## config.mk

```make
export PLATFORM = sky130hd
export DESIGN_NAME = ult_regs
export DESIGN_NICKNAME = d
export VERILOG_FILES = /design/src/hw/rtl/ult_pkg.sv /design/src/hw/rtl/ult_regs.sv
export SDC_FILE = /design/constraint.sdc
export NUM_CORES = 1
export LEC_CHECK = 0
export BUFFER_PORTS_ARGS = -buffer_cell sky130_fd_sc_hd__buf_2
export CORE_AREA = 5 5 49 51
export CTS_BUF_LIST = sky130_fd_sc_hd__clkbuf_8
export CTS_CLUSTER_SIZE = 8
export DETAILED_ROUTE_END_ITERATION = 8
export DIE_AREA = 0 0 54 56
export PLACE_DENSITY = 0.91
export SLEW_MARGIN = 20
export SYNTH_ARGS = -nofsm -noshare
export SYNTH_HDL_FRONTEND = slang
export SYNTH_SLANG_ARGS = --single-unit
export TNS_END_PERCENT = 30
```

## constraint.sdc

```tcl
create_clock -name clk -period 1.4 [get_ports clk]
set_clock_uncertainty 0.05 [all_clocks]
set_input_delay 0.07 -clock clk [delete_from_list [all_inputs] [get_ports clk]]
set_output_delay 0.07 -clock clk [all_outputs]
set_load 0.05 [all_outputs]
```

## src/hw/rtl/ult_pkg.sv

```systemverilog
// Package for the unsorted list table: command codes, field widths,
// the result record and small width helpers.
// No dependencies; every other file of the block imports it.
package ult_pkg;

	localparam int DEPTH_DEF = 256;

	localparam int CMD_W   = 2;
	localparam int VALUE_W = 64;
	localparam int CAP_W   = 9;
	localparam int CMP_W   = 9;
	localparam int SHF_W   = 8;
	localparam int FILL_W  = 9;

	localparam int APB_AW = 3;
	localparam int APB_DW = 32;

	localparam logic [CMD_W-1:0] CMD_INSERT = 2'd0;
	localparam logic [CMD_W-1:0] CMD_SEARCH = 2'd1;
	localparam logic [CMD_W-1:0] CMD_DELETE = 2'd2;
	localparam logic [CMD_W-1:0] CMD_CLEAR  = 2'd3;

	// register index, taken from paddr[2]
	localparam logic REG_CAPACITY = 1'b0;

	localparam logic [CAP_W-1:0] CAP_RESET = 9'd256;

	typedef struct packed {
		logic              ok;
		logic [CMP_W-1:0]  compare_count;
		logic [SHF_W-1:0]  shift_count;
		logic [FILL_W-1:0] fill_count;
	} res_t;

	function automatic logic [CMP_W-1:0] to_cmp(logic [31:0] v);
		return v[CMP_W-1:0];
	endfunction

	function automatic logic [SHF_W-1:0] to_shf(logic [31:0] v);
		return v[SHF_W-1:0];
	endfunction

	function automatic logic [FILL_W-1:0] to_fill(logic [31:0] v);
		return v[FILL_W-1:0];
	endfunction

endpackage

```

## src/hw/rtl/ult_regs.sv

```systemverilog
// APB-style configuration register file: capacity limit only.
// Depends on ult_pkg.
module ult_regs (
	input  logic                       clk,
	input  logic                       arst_n,
	input  logic                       psel,
	input  logic                       penable,
	input  logic                       pwrite,
	input  logic [ult_pkg::APB_AW-1:0] paddr,
	input  logic [ult_pkg::APB_DW-1:0] pwdata,
	output logic [ult_pkg::APB_DW-1:0] prdata,
	output logic                       pready,
	output logic [ult_pkg::CAP_W-1:0]  capacity
);
	import ult_pkg::*;

	logic [CAP_W-1:0] cap_q;
	logic             wr_en;

	assign pready = 1'b1;
	assign wr_en  = psel && penable && pwrite && pready;

	always_ff @(posedge clk or negedge arst_n) begin
		if (!arst_n) begin
			cap_q <= CAP_RESET;
		end else if (wr_en && paddr[2] == REG_CAPACITY) begin
			cap_q <= pwdata[CAP_W-1:0];
		end
	end

	always_comb begin
		prdata = '0;
		unique case (paddr[2])
			REG_CAPACITY: prdata = {{(APB_DW-CAP_W){1'b0}}, cap_q};
			default:      prdata = '0;
		endcase
	end

	assign capacity = cap_q;

endmodule

```

## Yosys cells after proc, flatten, opt, wreduce, memory -nomap -nowiden

Cells that the tools add are included.

| storage, ports and cells | value |
|---|---|
| logic and storage cells | 6 |
| input bits | 40 |
| register bits | 9 |
| output and inout port bits | 42 |

| cells by class | value |
|---|---|
| muxes and demuxes | 1 |
| bitwise logic cells | 1 |
| reductions and logical operators | 3 |

Operator list:

| kind | number |
|---|---|
| 9-bit 2-to-1 mux | 1 |
| 1-bit logical AND | 3 |
| 1-bit NOT | 1 |

## Logic depth before layout (Yosys ltp)

| depth | value |
|---|---|
| word-level depth | 3 |
| gate-level depth with buffers | 2 |
| depth with buffers taken out | 2 |

## Least setup slack after synthesis

Ideal clock, no wire load.

| timing path | value |
|---|---|
| kind | reg-to-output |
| from | register cap_q[8], in the netlist capacity[8] |
| to | output port prdata[8] in the netlist's numbering |
| cell stages (with the launch flop) | 2 |
| arrival time | 1022 ps |
| slack | 258 ps |
| data required time | 1280 ps |
| path through | dfstp_2 and2b_2 |

| between the ends | value |
|---|---|
| word-level cells in the longest chain between the ends | 1 |

Ends and longest elaborated chain:

| what | line | text |
|---|---|---|
| from (decl) | ult_regs.sv:17 | `logic [CAP_W-1:0] cap_q;` |
| from (signal assigned) | ult_regs.sv:27 | `cap_q <= pwdata[CAP_W-1:0];` |
| 9-bit 2-to-1 mux | ult_regs.sv:33 | `unique case (paddr[2])` |
| to (decl) | ult_regs.sv:11 | `output logic [ult_pkg::APB_DW-1:0] prdata,` |

No other way between the ends.

## Worst setup path in the final report

Same ends and word-level chain as after synthesis.

==> results.json <==
{
  "report.final.slew_viol_count": 0,
  "syn_area_sq_um": 618.1,
  "cp.arrival_ns": 1.13,
  "grt_pass1_vias": 399,
  "globalplace.congestion": 0.6341,
  "core_sq_um": 1902,
  "dpl.hpwl_um": 1050,
  "final.fill_count": 196,
  "root_buffer": "clkbuf_8",
  "port_buffers": 32,
  "finalSetupViolCount": 0,
  "reg2reg_from": "capacity[2]",
  "track_usage_pct": 7.932,
  "fmax_ghz": 0.7968,
  "die_h_um": 56,
  "vdd_drop_max_mv": 0.6310,
  "cts_resized": 0,
  "holdWs_ns": 0.02362,
  "ctsHoldBuffers": 1,
  "die_x_um": 54,
  "htreeDepth": 1,
  "synth_top_area_share_pct": 32.39,
  "grt_max_degree": 11,
  "layout.nets": 130,
  "cts_buffers": 3,
  "synth-seq-cells": 9,
  "initial_core_util_pct": 32.50,
  "syn_inst": 54,
  "slowest_stage": "dfstp_2",
  "layout-drive-gt1-share_pct": 61.80,
  "fin_ws_ns": 0.1451,
  "min_period_ns": 1.255,
  "r2r_cells": 1,
  "cts_tree": "yes",
  "critPathCapture": "prdata[8]",
  "cap_violations": 0,
  "routed_via_density": 3.603,
  "tns_ns": 0,
  "power.leakage_nw": 0.4537,
  "antenna_left": 0,
  "synthTopCellsByArea": "dfrtp_1 32%, buf_4 29%, mux2_2 16%",
  "power.total_w": 0.001331,
  "final_cell_mix": "32 x buf_2, 24 x conb_1, 9 x and2b_2, 9 x mux2_2, 8 x dfrtp_1",
  "powerDensity_nw_per_um2": 1730,
  "wl_per_cell_um": 10.39,
  "dieArea_sq_um": 3024,
  "crit_type": "register to primary output",
  "synth_cell_types": 7,
  "clock-sinks": 9,
  "clk_pin_slew_ns": 0.04,
  "crit_fanout": 3,
  "grt-ovfl-total": 0,
  "post_cts_buffers": 0,
  "start_kind": "register",
  "fin_crit_sh_pct": 89.64,
  "worstPathCellList": "and2b_2 > buf_2",
  "dr.pass1.iters": 1,
  "drtIter0Drc": 0,
  "grt_pass1_wl_um": 1745,
  "worstHoldPathType": "primary input to register",
  "cp_data_required_time_ns": 1.28,
  "avgSynthCellArea_sq_um": 11.45,
  "startpoint": "capacity[8]",
  "synth.largest_area_cell": "dfrtp_1",
  "rrSetupSlack_ns": 0.58,
  "io-pin-count": 82,
  "postLayoutCoreUtil_pct": 40.46,
  "diodes": 0,
  "drcViolationCount": 0,
  "seq_area_frac_synth_pct": 36.64,
  "place_worst_setup_slack_ns": 0.3706,
  "largest_reg_flops": 9,
  "end_kind": "primary output",
  "drt-total-wl_um": 1205,
  "rsz0062_at_grt": "no",
  "r2r_end": "capacity[2]",
  "ys_warn_count": 0,
  "rows": 16,
  "clockBufferDepth": 2,
  "final_common_cell": "buf_2",
  "status": "completed",
  "vias": 418,
  "syn_to_final_growth_pct": 24.49,
  "hold_viol_final": 0,
  "slowest_delay_ns": 0.53,
  "worstSkewPairLatency_ns": 0.22,
  "antenna_found_initial": 0
}
synth_stat cells:
library cell  number
and2b_2            9
mux2_2             9
buf_4             24
nand4b_4           1
conb_1             2
dfstp_2            1
dfrtp_1            8
stage by stage:
stage / instances / cell area, sq um
global placement: 111 / 714.4
detailed placement: 111 / 714.4
floorplan: 76 / 700.7
finish: 116 / 769.5
CTS: 116 / 769.5
global route: 116 / 769.5
kinds of logic (layout without fill, tap and decap cells):
family,Yosys count,count (layout),synth area share [%]
buffers and inverters,24,37,29.15
AND/OR/NAND/NOR,10,10,16.60
multiplexers,9,9,16.40
flip-flops,9,9,36.64
other,2,24,1.215
worst min-delay path by stage:
stage / start / end / depth (start not counted)
floorplan: arst_n / capacity[0] / 0
global placement: arst_n / capacity[2] / 1
detailed placement: arst_n / capacity[2] / 1
CTS: pwdata[6] / capacity[6] / 2
global route: pwdata[2] / capacity[2] / 2
finish: pwdata[6] / capacity[6] / 2
per-layer routing:
metal / routed length [um] / vias to the layer above / track usage, %
li1: - / 194 / -
met1: 417 / 189 / 7.365
met2: 601 / 35 / 14.53
met3: 186 / 0 / 4.826
met4: 0 / 0 / 1.068
met5: 0 / - / 0
worst max-delay path: cells and delay by family, from the launching register on:
kind	cells	cell delay (ns)
flip-flops	1	0.53
AND/OR/NAND/NOR	1	0.13
buffers and inverters	1	0.25
area by class of cell:
type	count	area, sq um	share of cell area [%]
multi-input combinational	43	294.0	38.21
sequential	9	226.5	29.43
timing repair buffer	33	170.2	22.11
clock buffer	3	41.29	5.366
tap	27	33.78	4.390
clock inverter	1	3.754	0.4878
report_power, final:
| part | internal, W | total [W] | leakage [nW] | switching (W) |
|---|---|---|---|---|
| Combinational | 0.000148 | 0.000695 | 0.320 | 0.000547 |
| Clock | 0.000190 | 0.000277 | 0.0269 | 0.0000874 |
| Sequential | 0.000324 | 0.000360 | 0.107 | 0.0000358 |
No activity file was read; power rests on OpenSTA's default activity.
